## config.mk

```make
export PLATFORM = sky130hd
export DESIGN_NAME = tga_rle_pixel_decoder_core_flat
export DESIGN_NICKNAME = d
export VERILOG_FILES = /design/src/rtl/core/tga_rle_pkg.sv /design/src/rtl/core/tga_rle_if.sv /design/src/rtl/core/tga_rle_front.sv /design/src/rtl/core/tga_rle_fifo.sv /design/src/rtl/core/tga_rle_back.sv /design/src/rtl/core/tga_rle_pixel_decoder_core.sv /design/src/flat_wrapper.sv
export VERILOG_INCLUDE_DIRS = /design/src /design/src/rtl/core
export SDC_FILE = /design/constraint.sdc
export NUM_CORES = 1
export LEC_CHECK = 0
export BUFFER_PORTS_ARGS = -buffer_cell sky130_fd_sc_hd__buf_2
export CORE_ASPECT_RATIO = 0.75
export CORE_MARGIN = 10
export CORE_UTILIZATION = 45
export DETAILED_ROUTE_END_ITERATION = 8
export GPL_TIMING_DRIVEN = 0
export PLACE_DENSITY = 0.69
export SYNTH_ARGS = -nofsm -noshare
export SYNTH_HDL_FRONTEND = slang
export SYNTH_SLANG_ARGS = --single-unit
```

## constraint.sdc

```tcl
create_clock -name clk_i -period 11.7 [get_ports clk_i]
set_clock_uncertainty 0.1 [all_clocks]
set_input_delay 2.34 -clock clk_i [delete_from_list [all_inputs] [get_ports clk_i]]
set_output_delay 2.34 -clock clk_i [all_outputs]
set_load 0.02 [all_outputs]
```

## src/rtl/core/tga_rle_pixel_decoder_core_assert.svh

```systemverilog
// Assertion macros for the Targa run-length pixel decoder core.
// Used by the modules that carry concurrent checks; needs clk_i and rst_ni in scope.
`ifndef TGA_RLE_PIXEL_DECODER_CORE_ASSERT_SVH
`define TGA_RLE_PIXEL_DECODER_CORE_ASSERT_SVH

// Same-cycle implication, disabled during reset
`define TGA_RLE_ASSERT_IMP(name, ante, cons, msg) \
  name: assert property (@(posedge clk_i) disable iff (!rst_ni) (ante) |-> (cons)) \
    else $error(msg);

// Next-cycle implication, disabled during reset
`define TGA_RLE_ASSERT_NXT(name, ante, cons, msg) \
  name: assert property (@(posedge clk_i) disable iff (!rst_ni) (ante) |=> (cons)) \
    else $error(msg);

`endif

```

## src/rtl/core/tga_rle_pkg.sv

```systemverilog
// Shared types and constants of the Targa run-length pixel decoder core.
// No dependencies; used by all core modules and the testbench.
package tga_rle_pkg;

  // Run queue between front and back
  localparam int unsigned QueueDepth = 2;
  localparam int unsigned QPtrW      = (QueueDepth > 1) ? $clog2(QueueDepth) : 1;
  localparam int unsigned QCntW      = $clog2(QueueDepth + 1);

  // One run yields at most this many line pieces (line width of at least 3)
  localparam int unsigned MaxChunks   = 44;
  // Rows that all runs in flight can consume at most
  localparam int unsigned NearEndRows = (QueueDepth + 1) * MaxChunks;

  // Register indexes
  localparam logic [1:0] RegDepthMode = 2'd0;
  localparam logic [1:0] RegRunCoded  = 2'd1;
  localparam logic [1:0] RegLineWidth = 2'd2;
  localparam logic [1:0] RegLineTotal = 2'd3;

  typedef enum logic [1:0] {
    Depth8  = 2'd0,
    Depth16 = 2'd1,
    Depth24 = 2'd2,
    Depth32 = 2'd3
  } depth_e;

  typedef struct packed {
    depth_e      depth_mode;
    logic        run_coded;
    logic [15:0] line_width;
    logic [15:0] line_total;
  } cfg_t;

  localparam cfg_t CfgReset = '{
    depth_mode: Depth24,
    run_coded:  1'b0,
    line_width: 16'd640,
    line_total: 16'd480
  };

  // One decoded pixel run waiting for line splitting
  typedef struct packed {
    logic [7:0] red;
    logic [7:0] green;
    logic [7:0] blue;
    logic [7:0] index_value;
    logic [7:0] count;
  } run_t;

  // Back end status seen by the front end
  typedef struct packed {
    logic busy;      // run queued or in progress
    logic done;      // all lines delivered
    logic near_end;  // runs in flight might reach the image end
  } back_status_t;

endpackage

```

## src/rtl/core/tga_rle_if.sv

```systemverilog
// Valid/ready channel interfaces of the Targa run-length pixel decoder core.
// No dependencies.
interface tga_rle_in_if;
  logic       valid;
  logic       ready;
  logic       func;
  logic [7:0] data_byte;

  modport source (output valid, output func, output data_byte, input ready);
  modport sink   (input valid, input func, input data_byte, output ready);
endinterface

interface tga_rle_out_if;
  logic       valid;
  logic       ready;
  logic [7:0] red;
  logic [7:0] green;
  logic [7:0] blue;
  logic [7:0] index_value;
  logic [7:0] repeat_count;
  logic       end_of_line;
  logic       end_of_image;
  logic       last;

  modport source (output valid, output red, output green, output blue, output index_value,
                  output repeat_count, output end_of_line, output end_of_image, output last,
                  input ready);
  modport sink   (input valid, input red, input green, input blue, input index_value,
                  input repeat_count, input end_of_line, input end_of_image, input last,
                  output ready);
endinterface

```

## src/rtl/core/tga_rle_front.sv

```systemverilog
// Front end: takes file bytes, tracks packet and pixel assembly, pushes pixel runs.
// Depends on tga_rle_pkg and tga_rle_in_if.
module tga_rle_front (
  input  logic                       clk_i,
  input  logic                       rst_ni,
  input  tga_rle_pkg::cfg_t          cfg_i,
  input  tga_rle_pkg::back_status_t  status_i,
  input  logic                       full_i,
  tga_rle_in_if.sink                 in_i,
  output logic                       push_o,
  output tga_rle_pkg::run_t          run_o,
  output logic                       restart_o
);

  logic        hdr_q, hdr_d;
  logic        is_run_q, is_run_d;
  logic [7:0]  left_q, left_d;
  logic [1:0]  bip_q, bip_d;
  logic [23:0] pb_q, pb_d;

  logic        accept;
  logic        hdr_take;
  logic        complete;
  logic [2:0]  need;
  logic [23:0] pb_asm;

  // Restart waits for the back end to drain; data waits near the image end or on a full queue
  assign in_i.ready = !full_i && !(status_i.busy && (in_i.func || status_i.near_end));
  assign accept     = in_i.valid && in_i.ready;

  assign need     = {1'b0, cfg_i.depth_mode} + 3'd1;
  assign complete = ({1'b0, bip_q} + 3'd1) >= need;
  assign hdr_take = cfg_i.run_coded && (hdr_q || (left_q == 8'd0));

  // Little-endian pixel assembly; the alpha byte is not kept
  always_comb begin
    pb_asm = (bip_q == 2'd0) ? 24'd0 : pb_q;
    case (bip_q)
      2'd0:    pb_asm[7:0]   = in_i.data_byte;
      2'd1:    pb_asm[15:8]  = in_i.data_byte;
      2'd2:    pb_asm[23:16] = in_i.data_byte;
      default: ;
    endcase
  end

  // Color decode of the finished pixel
  always_comb begin
    run_o = '0;
    case (cfg_i.depth_mode)
      tga_rle_pkg::Depth8: begin
        run_o.index_value = pb_asm[7:0];
      end
      tga_rle_pkg::Depth16: begin
        run_o.red   = {pb_asm[14:10], 3'b000};
        run_o.green = {pb_asm[9:5], 3'b000};
        run_o.blue  = {pb_asm[4:0], 3'b000};
      end
      default: begin
        run_o.blue  = pb_asm[7:0];
        run_o.green = pb_asm[15:8];
        run_o.red   = pb_asm[23:16];
      end
    endcase
    run_o.count = (cfg_i.run_coded && is_run_q) ? left_q : 8'd1;
  end

  // Packet and pixel state
  always_comb begin
    hdr_d     = hdr_q;
    is_run_d  = is_run_q;
    left_d    = left_q;
    bip_d     = bip_q;
    pb_d      = pb_q;
    push_o    = 1'b0;
    restart_o = 1'b0;
    if (accept) begin
      if (in_i.func) begin
        hdr_d     = 1'b1;
        is_run_d  = 1'b0;
        left_d    = 8'd0;
        bip_d     = 2'd0;
        pb_d      = 24'd0;
        restart_o = 1'b1;
      end else if (!status_i.done) begin
        if (hdr_take) begin
          is_run_d = in_i.data_byte[7];
          left_d   = {1'b0, in_i.data_byte[6:0]} + 8'd1;
          hdr_d    = 1'b0;
          bip_d    = 2'd0;
          pb_d     = 24'd0;
        end else if (!complete) begin
          pb_d  = pb_asm;
          bip_d = bip_q + 2'd1;
        end else begin
          bip_d  = 2'd0;
          pb_d   = 24'd0;
          push_o = 1'b1;
          if (cfg_i.run_coded) begin
            if (is_run_q) begin
              left_d = 8'd0;
              hdr_d  = 1'b1;
            end else begin
              left_d = left_q - 8'd1;
              if (left_q == 8'd1) begin
                hdr_d = 1'b1;
              end
            end
          end
        end
      end
    end
  end

  always_ff @(posedge clk_i or negedge rst_ni) begin
    if (!rst_ni) begin
      hdr_q    <= 1'b1;
      is_run_q <= 1'b0;
      left_q   <= 8'd0;
      bip_q    <= 2'd0;
      pb_q     <= 24'd0;
    end else begin
      hdr_q    <= hdr_d;
      is_run_q <= is_run_d;
      left_q   <= left_d;
      bip_q    <= bip_d;
      pb_q     <= pb_d;
    end
  end

endmodule

```

## src/rtl/core/tga_rle_fifo.sv

```systemverilog
// Short run queue between front end and back end.
// Depends on tga_rle_pkg and the assertion macro header.
`include "tga_rle_pixel_decoder_core_assert.svh"

module tga_rle_fifo (
  input  logic              clk_i,
  input  logic              rst_ni,
  input  logic              push_i,
  input  tga_rle_pkg::run_t data_i,
  input  logic              pop_i,
  output tga_rle_pkg::run_t data_o,
  output logic              valid_o,
  output logic              full_o
);

  tga_rle_pkg::run_t                    mem_q [tga_rle_pkg::QueueDepth];
  logic [tga_rle_pkg::QPtrW-1:0]        wr_q, wr_d;
  logic [tga_rle_pkg::QPtrW-1:0]        rd_q, rd_d;
  logic [tga_rle_pkg::QCntW-1:0]        cnt_q, cnt_d;

  assign valid_o = (cnt_q != '0);
  assign full_o  = (cnt_q == tga_rle_pkg::QCntW'(tga_rle_pkg::QueueDepth));
  assign data_o  = mem_q[rd_q];

  // Pointer wrap and fill count
  always_comb begin
    wr_d  = wr_q;
    rd_d  = rd_q;
    cnt_d = cnt_q;
    if (push_i) begin
      wr_d = (wr_q == tga_rle_pkg::QPtrW'(tga_rle_pkg::QueueDepth - 1)) ? '0 : wr_q + 1'b1;
    end
    if (pop_i) begin
      rd_d = (rd_q == tga_rle_pkg::QPtrW'(tga_rle_pkg::QueueDepth - 1)) ? '0 : rd_q + 1'b1;
    end
    if (push_i && !pop_i) begin
      cnt_d = cnt_q + 1'b1;
    end else if (pop_i && !push_i) begin
      cnt_d = cnt_q - 1'b1;
    end
  end

  always_ff @(posedge clk_i or negedge rst_ni) begin
    if (!rst_ni) begin
      wr_q  <= '0;
      rd_q  <= '0;
      cnt_q <= '0;
    end else begin
      wr_q  <= wr_d;
      rd_q  <= rd_d;
      cnt_q <= cnt_d;
    end
  end

  // Entry storage
  always_ff @(posedge clk_i) begin
    if (push_i) begin
      mem_q[wr_q] <= data_i;
    end
  end

  `TGA_RLE_ASSERT_IMP(a_fifo_no_overflow, push_i, !full_o, "run queue overflow")
  `TGA_RLE_ASSERT_IMP(a_fifo_no_underflow, pop_i, valid_o, "run queue underflow")
  `TGA_RLE_ASSERT_NXT(a_fifo_push_seen, push_i && !pop_i, valid_o, "pushed run not visible")

endmodule

```

## src/rtl/core/tga_rle_back.sv

```systemverilog
// Back end: splits pixel runs at line ends, tracks column and row, drives results.
// Depends on tga_rle_pkg, tga_rle_out_if and the assertion macro header.
`include "tga_rle_pixel_decoder_core_assert.svh"

module tga_rle_back (
  input  logic                       clk_i,
  input  logic                       rst_ni,
  input  tga_rle_pkg::cfg_t          cfg_i,
  input  logic                       restart_i,
  input  logic                       run_valid_i,
  input  tga_rle_pkg::run_t          run_i,
  output logic                       pop_o,
  output tga_rle_pkg::back_status_t  status_o,
  tga_rle_out_if.source              out_o
);

  logic              act_q, act_d;
  tga_rle_pkg::run_t cur_q, cur_d;
  logic [15:0]       col_q, col_d;
  logic [15:0]       row_q, row_d;

  // Output register
  logic              ov_q, ov_d;
  tga_rle_pkg::run_t ores_q, ores_d;
  logic              oeol_q, oeol_d;
  logic              oeoi_q, oeoi_d;
  logic              olast_q, olast_d;

  logic [15:0] width;
  logic [15:0] room;
  logic [15:0] cnt16;
  logic [15:0] piece16;
  logic [7:0]  piece;
  logic [16:0] row_inc;
  logic [15:0] rows_left;
  logic        eol, eoi, fin, adv, fire;

  // Line piece of the current run
  assign width   = (cfg_i.line_width < 16'd3) ? 16'd3 : cfg_i.line_width;
  assign room    = (col_q < width) ? (width - col_q) : 16'd1;
  assign cnt16   = {8'd0, cur_q.count};
  assign piece16 = (cnt16 < room) ? cnt16 : room;
  assign piece   = piece16[7:0];
  assign eol     = (piece16 == room);
  assign row_inc = {1'b0, row_q} + 17'd1;
  assign eoi     = eol && (row_inc >= {1'b0, cfg_i.line_total});
  assign fin     = (cur_q.count == piece) || eoi;

  assign adv   = !ov_q || out_o.ready;
  assign fire  = act_q && adv;
  assign pop_o = run_valid_i && (!act_q || (fire && fin));

  // Status toward the front end
  assign rows_left         = cfg_i.line_total - row_q;
  assign status_o.busy     = act_q || run_valid_i;
  assign status_o.done     = (row_q >= cfg_i.line_total);
  assign status_o.near_end = status_o.done || (rows_left <= 16'(tga_rle_pkg::NearEndRows));

  always_comb begin
    act_d   = act_q;
    cur_d   = cur_q;
    col_d   = col_q;
    row_d   = row_q;
    ov_d    = ov_q;
    ores_d  = ores_q;
    oeol_d  = oeol_q;
    oeoi_d  = oeoi_q;
    olast_d = olast_q;

    if (out_o.ready) begin
      ov_d = 1'b0;
    end
    if (fire) begin
      ov_d         = 1'b1;
      ores_d       = cur_q;
      ores_d.count = piece;
      oeol_d       = eol;
      oeoi_d       = eoi;
      olast_d      = fin;
      cur_d.count  = cur_q.count - piece;
      if (eol) begin
        col_d = 16'd0;
        row_d = row_inc[15:0];
      end else begin
        col_d = col_q + piece16;
      end
      if (fin) begin
        act_d = 1'b0;
      end
    end
    if (pop_o) begin
      act_d = 1'b1;
      cur_d = run_i;
    end
    // Restart is only taken with nothing in flight
    if (restart_i) begin
      col_d = 16'd0;
      row_d = 16'd0;
    end
  end

  always_ff @(posedge clk_i or negedge rst_ni) begin
    if (!rst_ni) begin
      act_q <= 1'b0;
      col_q <= 16'd0;
      row_q <= 16'd0;
      ov_q  <= 1'b0;
    end else begin
      act_q <= act_d;
      col_q <= col_d;
      row_q <= row_d;
      ov_q  <= ov_d;
    end
  end

  always_ff @(posedge clk_i) begin
    cur_q   <= cur_d;
    ores_q  <= ores_d;
    oeol_q  <= oeol_d;
    oeoi_q  <= oeoi_d;
    olast_q <= olast_d;
  end

  assign out_o.valid        = ov_q;
  assign out_o.red          = ores_q.red;
  assign out_o.green        = ores_q.green;
  assign out_o.blue         = ores_q.blue;
  assign out_o.index_value  = ores_q.index_value;
  assign out_o.repeat_count = ores_q.count;
  assign out_o.end_of_line  = oeol_q;
  assign out_o.end_of_image = oeoi_q;
  assign out_o.last         = olast_q;

  `TGA_RLE_ASSERT_IMP(a_back_active_in_image, act_q, row_q < cfg_i.line_total,
                      "run in progress past the last line")
  `TGA_RLE_ASSERT_IMP(a_back_eoi_ends, ov_q && oeoi_q, olast_q && oeol_q,
                      "image end without line end or last flag")
  `TGA_RLE_ASSERT_NXT(a_back_run_continues, fire && !fin, act_q,
                      "unfinished run dropped")

endmodule

```

## src/rtl/core/tga_rle_pixel_decoder_core.sv

```systemverilog
// Targa pixel data decoder: one byte per cycle in, one pixel run per cycle out, when not stalled.
// A byte that completes a pixel passes the run queue, current run and output registers first.
// A run cut at k line ends gives up to k+1 results, one per ready cycle; two more runs queue behind.
// Input stalls while runs are in flight: for a restart, and within 132 lines of the image end.
// Reset clears packet state, counters, queue and output; registers return to defaults.
module tga_rle_pixel_decoder_core (
  input  logic          clk_i,
  input  logic          rst_ni,
  input  logic          cfg_we_i,
  input  logic [1:0]    cfg_index_i,
  input  logic [15:0]   cfg_data_i,
  tga_rle_in_if.sink    in_i,
  tga_rle_out_if.source out_o
);

  tga_rle_pkg::cfg_t         cfg_q;
  tga_rle_pkg::back_status_t status;
  tga_rle_pkg::run_t         push_run;
  tga_rle_pkg::run_t         head_run;
  logic                      push;
  logic                      pop;
  logic                      q_valid;
  logic                      q_full;
  logic                      restart;

  // Configuration registers
  always_ff @(posedge clk_i or negedge rst_ni) begin
    if (!rst_ni) begin
      cfg_q <= tga_rle_pkg::CfgReset;
    end else if (cfg_we_i) begin
      case (cfg_index_i)
        tga_rle_pkg::RegDepthMode: cfg_q.depth_mode <= tga_rle_pkg::depth_e'(cfg_data_i[1:0]);
        tga_rle_pkg::RegRunCoded:  cfg_q.run_coded  <= cfg_data_i[0];
        tga_rle_pkg::RegLineWidth: cfg_q.line_width <= cfg_data_i;
        tga_rle_pkg::RegLineTotal: cfg_q.line_total <= cfg_data_i;
        default: ;
      endcase
    end
  end

  tga_rle_front u_front (
    .clk_i     (clk_i),
    .rst_ni    (rst_ni),
    .cfg_i     (cfg_q),
    .status_i  (status),
    .full_i    (q_full),
    .in_i      (in_i),
    .push_o    (push),
    .run_o     (push_run),
    .restart_o (restart)
  );

  tga_rle_fifo u_fifo (
    .clk_i   (clk_i),
    .rst_ni  (rst_ni),
    .push_i  (push),
    .data_i  (push_run),
    .pop_i   (pop),
    .data_o  (head_run),
    .valid_o (q_valid),
    .full_o  (q_full)
  );

  tga_rle_back u_back (
    .clk_i       (clk_i),
    .rst_ni      (rst_ni),
    .cfg_i       (cfg_q),
    .restart_i   (restart),
    .run_valid_i (q_valid),
    .run_i       (head_run),
    .pop_o       (pop),
    .status_o    (status),
    .out_o       (out_o)
  );

endmodule

```

## src/flat_wrapper.sv

```systemverilog
// flat-port wrapper written by rule: the top's interface ports become plain ports
module tga_rle_pixel_decoder_core_flat 
  (clk_i, rst_ni, cfg_we_i, cfg_index_i, cfg_data_i, in_i_valid, in_i_func, in_i_data_byte, in_i_ready, out_o_valid, out_o_red, out_o_green, out_o_blue, out_o_index_value, out_o_repeat_count, out_o_end_of_line, out_o_end_of_image, out_o_last, out_o_ready);
  tga_rle_in_if in_i_i ();
  tga_rle_out_if out_o_i ();
  input  logic clk_i;
  input  logic rst_ni;
  input  logic cfg_we_i;
  input  logic [1:0] cfg_index_i;
  input  logic [15:0] cfg_data_i;
  input wire logic [$bits(in_i_i.valid)-1:0] in_i_valid;
  input wire logic [$bits(in_i_i.func)-1:0] in_i_func;
  input wire logic [$bits(in_i_i.data_byte)-1:0] in_i_data_byte;
  output wire logic [$bits(in_i_i.ready)-1:0] in_i_ready;
  output wire logic [$bits(out_o_i.valid)-1:0] out_o_valid;
  output wire logic [$bits(out_o_i.red)-1:0] out_o_red;
  output wire logic [$bits(out_o_i.green)-1:0] out_o_green;
  output wire logic [$bits(out_o_i.blue)-1:0] out_o_blue;
  output wire logic [$bits(out_o_i.index_value)-1:0] out_o_index_value;
  output wire logic [$bits(out_o_i.repeat_count)-1:0] out_o_repeat_count;
  output wire logic [$bits(out_o_i.end_of_line)-1:0] out_o_end_of_line;
  output wire logic [$bits(out_o_i.end_of_image)-1:0] out_o_end_of_image;
  output wire logic [$bits(out_o_i.last)-1:0] out_o_last;
  input wire logic [$bits(out_o_i.ready)-1:0] out_o_ready;
  assign in_i_i.valid = in_i_valid;
  assign in_i_i.func = in_i_func;
  assign in_i_i.data_byte = in_i_data_byte;
  assign in_i_ready = in_i_i.ready;
  assign out_o_valid = out_o_i.valid;
  assign out_o_red = out_o_i.red;
  assign out_o_green = out_o_i.green;
  assign out_o_blue = out_o_i.blue;
  assign out_o_index_value = out_o_i.index_value;
  assign out_o_repeat_count = out_o_i.repeat_count;
  assign out_o_end_of_line = out_o_i.end_of_line;
  assign out_o_end_of_image = out_o_i.end_of_image;
  assign out_o_last = out_o_i.last;
  assign out_o_i.ready = out_o_ready;
  tga_rle_pixel_decoder_core u_core (.clk_i(clk_i), .rst_ni(rst_ni), .cfg_we_i(cfg_we_i), .cfg_index_i(cfg_index_i), .cfg_data_i(cfg_data_i), .in_i(in_i_i), .out_o(out_o_i));
endmodule
```

## Word-level counts from Yosys, hierarchy flattened

Memories as Yosys holds them, arrays and structs flattened.
Index checks and enable logic that the tools add are counted.

| cells by class | value |
|---|---|
| reduce and logical (&&, ||, !) cells | 49 |
| multipliers | 0 |
| order comparisons | 7 |
| add/sub/neg operators | 14 |
| shift-type cells | 0 |
| div/mod/pow operators | 0 |
| bitwise operators | 0 |
| mux-type cells | 60 |
| eq/ne operators | 11 |

Operators by type and width:

| cell | count |
|---|---|
| $mux W16 | 9 |
| $mux W24 | 5 |
| $mux W8 | 13 |
| $pmux W24 S2 | 1 |
| $sub A16 B16 Y16 | 2 |
| $mux W1 | 26 |
| $add A16 B1 Y17 const B | 1 |
| $ge A17 B16 Y1 | 1 |
| $add A16 B16 Y16 | 1 |
| $eq A16 B16 Y1 | 1 |
| $ge A16 B16 Y1 | 1 |
| $le A16 B8 Y1 const B | 1 |
| $lt A16 B16 Y1 | 1 |
| $lt A16 B2 Y1 const B | 1 |
| $lt A8 B16 Y1 | 1 |
| $reduce_bool A2 Y1 | 8 |
| $reduce_and A2 Y1 | 7 |
| $mux W2 | 6 |
| $logic_and A1 B1 Y1 | 11 |
| $add A7 B1 Y8 const B | 1 |
| $eq A2 B2 Y1 const B | 4 |
| $eq A8 B1 Y1 const B | 1 |
| $eq A8 B8 Y1 | 1 |
| $logic_not A8 Y1 | 1 |
| 17 further kinds | 36 |

| storage, ports and cells | value |
|---|---|
| flip-flop bits (word level) | 192 |
| latch bits | 0 |
| output and inout bits | 45 |
| memories | 1 |
| input bits | 32 |
| bits in read-only memories | 0 |
| RAM bits | 80 |

Memory list:

| name | depth | bits a word | read ports | clocked after Yosys merged registers in | wr ports | line | source |
|---|---|---|---|---|---|---|---|
| u_core.u_fifo.mem_q | 2 | 40 | 1 | 0 | 1 | tga_rle_fifo.sv:16 | `tga_rle_pkg::run_t mem_q [tga_rle_pkg::QueueDepth];` |

## Longest topological paths before layout

| logic depth | value |
|---|---|
| word-level depth | 15 |
| depth in mapped cells | 34 |
| depth with buffers taken out | 33 |

## Modules after synthesis

A second synthesis with hierarchy kept.

| unflattened totals | value |
|---|---|
| cell total of the unflattened synthesis | 1,310 |
| area total of the unflattened synthesis | 15,471.1 um^2 |

By module, submodules not included:

| module | sequential area each (um^2) | area each (um^2) | instances | cells an instance |
|---|---|---|---|---|
| tga_rle_back | 3,343.2 | 8,105.3 | 1 | 806 |
| tga_rle_fifo | 2,502.4 | 3,279.4 | 1 | 141 |
| tga_rle_front | 902.1 | 2,657.5 | 1 | 287 |
| tga_rle_pixel_decoder_core | 884.6 | 1,428.9 | 1 | 76 |

## Worst setup path before layout

Ideal clock, no wire load.

| timing path | value |
|---|---|
| path type | input-to-reg |
| start point | input port in_i_func |
| end point | memory u_core.u_fifo.mem_q[0][0] in the netlist's numbering (enable) |
| cell stages on the path | 5 |
| library setup time | 487 ps |
| setup slack | 5,110 ps |
| data required time | 11,113 ps |
| arrival | 6,003 ps |
| path through | clkbuf_1 > o32ai_1 > nand3b_1 > clkbuf_1 > nor3_1 |

| between the ends | value |
|---|---|
| longest elaborated chain between the ends | 8 |
| elaborated cells between the ends (all ways) | 9 |
| classes of those cells | mux (4); reduce/logical (5) |

RTL lines:

| element | line | source |
|---|---|---|
| start: declaration | flat_wrapper.sv:12 | `input wire logic [$bits(in_i_i.func)-1:0] in_i_func;` |
| $logic_or A1 B1 Y1 | tga_rle_front.sv:28 | `assign in_i.ready = !full_i && !(status_i.busy && (in_i.func \|\| status_i.near_end));` |
| $logic_and A1 B1 Y1 | tga_rle_front.sv:28 |  |
| $logic_not A1 Y1 | tga_rle_front.sv:28 |  |
| $logic_and A1 B1 Y1 | tga_rle_front.sv:28 |  |
| $logic_and A1 B1 Y1 | tga_rle_front.sv:29 | `assign accept = in_i.valid && in_i.ready;` |
| $mux W1 (*) | tga_rle_front.sv:76 | `if (accept) begin` |
| $mux W1 (*) | tga_rle_fifo.sv:57 | `if (push_i) begin` |
| $mux W1 (not written as such) (*) | tga_rle_fifo.sv:58 | `mem_q[wr_q] <= data_i;` |
| end: declaration | tga_rle_fifo.sv:16 |  |

Every way passes the cells marked *; elsewhere a longest branch is shown, timed or not.

## Worst setup path after layout

| timing path | value |
|---|---|
| start point | register u_core.cfg_q[27] in the netlist's numbering |
| end point | register u_core.u_back.col_q[14] |

| between the ends | value |
|---|---|
| longest elaborated chain between the ends | 10 |
| elaborated cells between the ends (all ways) | 12 |
| classes of those cells | add/sub (2); order compare (3); eq/ne (1); mux (6) |

RTL lines:

| element | line | source |
|---|---|---|
| start: declaration | tga_rle_pixel_decoder_core.sv:16 | `tga_rle_pkg::cfg_t cfg_q;` |
| start signal: assignment | tga_rle_pixel_decoder_core.sv:29 | `cfg_q <= tga_rle_pkg::CfgReset;` |
| $lt A16 B2 Y1 | tga_rle_back.sv:39 | `assign width = (cfg_i.line_width < 16'd3) ? 16'd3 : cfg_i.line_width;` |
| $mux W16 (*) | tga_rle_back.sv:39 |  |
| $sub A16 B16 Y16 / $lt A16 B16 Y1 (equally long branches) | tga_rle_back.sv:40 | `assign room = (col_q < width) ? (width - col_q) : 16'd1;` |
| $mux W16 (*) | tga_rle_back.sv:40 |  |
| $lt A8 B16 Y1 | tga_rle_back.sv:42 | `assign piece16 = (cnt16 < room) ? cnt16 : room;` |
| $mux W16 (*) | tga_rle_back.sv:42 |  |
| via u_core.u_back.piece16[0] | tga_rle_back.sv:32 | `logic [15:0] piece16;` |
| $add A16 B16 Y16 / $eq A16 B16 Y1 (equally long branches) | tga_rle_back.sv:85, tga_rle_back.sv:44 |  |
| $mux W16 (*) | tga_rle_back.sv:81 | `if (eol) begin` |
| $mux W16 (*) | tga_rle_back.sv:73 | `if (fire) begin` |
| $mux W16 (*) | tga_rle_back.sv:96 | `if (restart_i) begin` |
| end signal: assignment | tga_rle_back.sv:110 | `col_q <= col_d;` |
| end: declaration | tga_rle_back.sv:19 | `logic [15:0] col_q, col_d;` |

Mark *: on every way through the listed nets, which the timed path passes. The rest lies on a longest branch. The select of a mux whose other input is x is not followed.
A chain may end at the register's enable or synchronous reset.

==> run summary <==
### Cells and area
- 13.09% — synth-to-layout area growth
- 0.5168 — fraction of the core area covered by cells at the end of the flow
- 1950 — non-filler cells in the finished layout
- 1606 — Final nets
- 2894 — FILL cells
- 0.1742 — fraction of final layout cells sized beyond drive strength 1

### Clocking
- yes — TritonCTS clock tree
- 272 — clk sink count
- 0 — Resized cells post-CTS
- 0 — hold buffers post-CTS
- 1 — H-tree depth
- clkbuf_16 — Root Driver
- 0.07 ns — clock transition at the registers of the reported paths
- 28 — TritonCTS buffer count
- 3 — maximum clock insertion buffer count
- 0 — number of post-CTS setup repair buffers
- 0.56 ns — Skew-Pair Late Insertion Delay

### Power and ir drop
- 293.8 nW/µm² — total power divided by cell area
- 7.259 nW — leakage power total
- 0.0001282 V — worst vdd rail ir drop

### Yosys
- 11.29 µm² — mean instance size in the synthesized netlist
- 272 — Yosys reg bits
- compound AO/OA/AOI/OAI gates — main combinational cell family by area after synthesis
- 163 — number of flops mapped to enable cells by yosys
- 0.03341 — share of the synthesized netlist area taken by xor and xnor gates
- 0.4971 — sequential-to-total area share from yosys stat
- 15350 µm² — post-synth design cell area
- 0.1127 — Simple-Gate Fraction of Synth Area
- edfxtp_1 32%, dfrtp_1 16%, ha_1 7.7% — largest cells by area after synthesis
- 0.08181 — adder and majority gate portion of the synthesized area
- 0.08083 — multiplexer share of the synthesized area
- 0 — number of synthesis warnings
- 90 — number of distinct library cells after synthesis
- 1360 — synthesized instance count
- 0.4007 — Post-synth ARST share
- 0.1519 — complex-gate fraction of the synthesized area
- edfxtp_1 — Yosys top cell by area
- edfxtp_1 — Primary FF master, synth
- 0.3188 — fraction of synthesized cell area taken by the top area cell type

### Place
- 74 — number of buffers added on ports
- 27.32 mm — placed wire-length estimate
- 1896 — placed cell count
- 0.9109 — final weighted congestion in routability-driven placement

### Die
- 233.3 µm — Die Span X
- 77 — number of primary I/O pins
- 58 — number of standard-cell rows in the floorplan
- 180.0 µm — Die Y-Extent
- 0.4570 — starting density of the core
- 33600 µm² — core box area
- 41990 µm² — Die Footprint

### Timing
- 0 — final setup violation count
- 0.1457 — worst slew slack as a fraction of its limit
- 0 — number of max-slew violations in the final report
- 8.006 ns — Final min period
- false — RSZ-0062 raised after global routing
- 1.280 ns — actual transition at the worst max-transition pin
- 0.6843 — fraction of the cycle the final worst path needs
- 0 — Hold Violations, Final
- 0.1249 GHz — peak clock frequency supported by timing
- 0 ns — total negative slack

### Global route
- 58.19 mm — global-route wire length before repair
- 3 — number of antenna violations at the first check in global routing
- 0 — GRT Residual Overflow
- 57 — maximum number of pins on one net before global-route repair
- 10630 — number of global-route vias before repair
- 0.1707 — total routing resource utilization after global routing

### Route
- 36.41 mm — total detailed-routing wirelength
- 955 — iteration-0 DRC count of the detailed router
- 0 — ANT nets after route
- 18.67 µm — WL per Instance
- 0 — number of remaining DRC errors
- 5 — first drt pass iteration count
- 10880 — number of vias after detailed routing
- 5.578 — via-per-instance ratio

### Run
- 0 — # Max-Cap Violations

### Setup path
- 0.42 ns — Slowest Stage Delay on Critical Path
- dfrtp_1 — Critical-path top delay cell
- 12.05 ns — required time worst endpoint
- register — Critical Path End Type
- register — critical path startpoint category
- 8.36 ns — WP data arrival
- register to register — type of the worst setup path
- 10 — critical path fanouts, max

### Worst hold path
- register to register — classification of the worst-slack hold path

### Run status
- finished clean — status

## state kept, by name, indices dropped and copies added, names as in the netlist, 16 cells and up
name / flops
u_core.u_back.cur_q: 32
u_core.u_fifo.mem_q: 80
u_core.u_back.row_q: 16
u_core.u_back.col_q: 16
u_core.cfg_q: 35
u_core.u_front.pb_q: 24
## synth_stat cells, types with 18 or more instances
| cell type | number |
|---|---|
| nor2b_1 | 20 |
| o21ai_0 | 58 |
| clkbuf_1 | 41 |
| edfxtp_1 | 163 |
| nor2_1 | 83 |
| mux2i_1 | 34 |
| o21a_1 | 22 |
| xor2_1 | 18 |
| mux2_2 | 74 |
| a21oi_1 | 48 |
| dfrtp_1 | 101 |
| inv_1 | 101 |
| ha_1 | 94 |
| o22ai_1 | 28 |
| and3_1 | 25 |
| a21o_1 | 34 |
| nand2_1 | 75 |
| xnor2_1 | 38 |
| nand3_1 | 27 |
## per-stage QoR
stage / hold slack [ns] / setup slack (ns) / area [µm²] / power [W]
floorplan: 0.3003 / 5.110 / 15380 / 0.003520
global placement: 0.3039 / 3.150 / 16310 / 0.004097
detailed placement: 0.3052 / 3.829 / 16420 / 0.004176
CTS: 0.3180 / 3.796 / 17360 / 0.005108
global route: 0.3189 / 3.015 / 17360 / 0.005496
finish: 0.3158 / 3.694 / 17360 / 0.005101
## placed cells by master, fill, tap and decap left out, types with 15 or more instances in the layout
cell type / n
dfrtp_1: 101
inv_1: 100
buf_2: 78
o21a_1: 22
mux2_2: 74
mux2i_1: 34
clkbuf_1: 45
xor2_1: 18
a21o_1: 34
nor2b_1: 20
xnor2_1: 38
nor3_1: 16
o21ai_0: 58
edfxtp_1: 163
and3_1: 25
nand2_1: 75
ha_1: 94
o22ai_1: 28
nor2_1: 83
nand3_1: 27
a21oi_1: 48
a22o_1: 15
clkbuf_16: 29
## path summary, 6_finish.rpt
path,start,depth (start not counted),slack [ns],to
min in group asynchronous,rst_ni,1,1.64,u_core.cfg_q[1]$_DFFE_PN0P_
worst max-delay path,u_core.cfg_q[27]$_DFFE_PN0P_,34,3.69,u_core.u_back.col_q[14]$_DFFE_PN0P_
max in group asynchronous,rst_ni,2,9.14,u_core.cfg_q[34]$_DFFE_PN1P_
worst min-delay path,u_core.u_back.cur_q[25]$_DFFE_PN_,0,0.32,u_core.u_back.out_o.green[1]$_DFFE_PP_
worst max register to register,u_core.cfg_q[27]$_DFFE_PN0P_,34,3.69,u_core.u_back.col_q[14]$_DFFE_PN0P_
worst min register to register,u_core.u_back.cur_q[25]$_DFFE_PN_,0,0.32,u_core.u_back.out_o.green[1]$_DFFE_PP_
## metal layers
| metal | up-vias | share of wire | track usage |
|---|---|---|---|
| li1 | 5248 | - | - |
| met1 | 5304 | 0.49 | 0.2539 |
| met2 | 274 | 0.42 | 0.2480 |
| met3 | 49 | 0.063 | 0.03446 |
| met4 | 2 | 0.019 | 0.04173 |
| met5 | - | 0.00030 | 0 |
## area by class of cell
type | count | area [µm²] | area share
clock inverter | 15 | 142.6 | 0.008214
buffer | 58 | 266.5 | 0.01535
sequential | 272 | 7632 | 0.4395
inverter | 101 | 379.1 | 0.02183
antenna | 2 | 5.005 | 0.0002882
tap | 450 | 563.0 | 0.03243
timing repair buffer | 80 | 474.2 | 0.02731
multi-input combinational | 935 | 7106 | 0.4092
clock buffer | 37 | 795.8 | 0.04583
## critical path, delay by kind of cell, from the launching register on
kind	cells	cell delay, ns
simple gates	9	1.60
fa+ha+maj	5	1.57
buf+inv	3	0.60
flops	1	0.42
compound gates	17	3.60
## cell families (layout without fill, tap and decap cells)
| group | count (synthesis) | in the layout |
|---|---|---|
| flip-flops | 272 | 272 |
| XOR/XNOR | 57 | 57 |
| buffers and inverters | 159 | 291 |
| adder cells (fa/ha/maj) | 98 | 98 |
| multiplexers | 114 | 114 |
| AND/OR/NAND/NOR | 333 | 333 |
| AO/OA/AOI/OAI | 326 | 326 |
| other | 1 | 9 |
## power breakdown
| part | switching (W) | leakage [nW] | internal, W |
|---|---|---|---|
| Clock | 0.000388 | 0.456 | 0.000525 |
| Combinational | 0.00158 | 3.94 | 0.00109 |
| Sequential | 0.000159 | 2.87 | 0.00136 |
(Power assumes the default switching activity.)
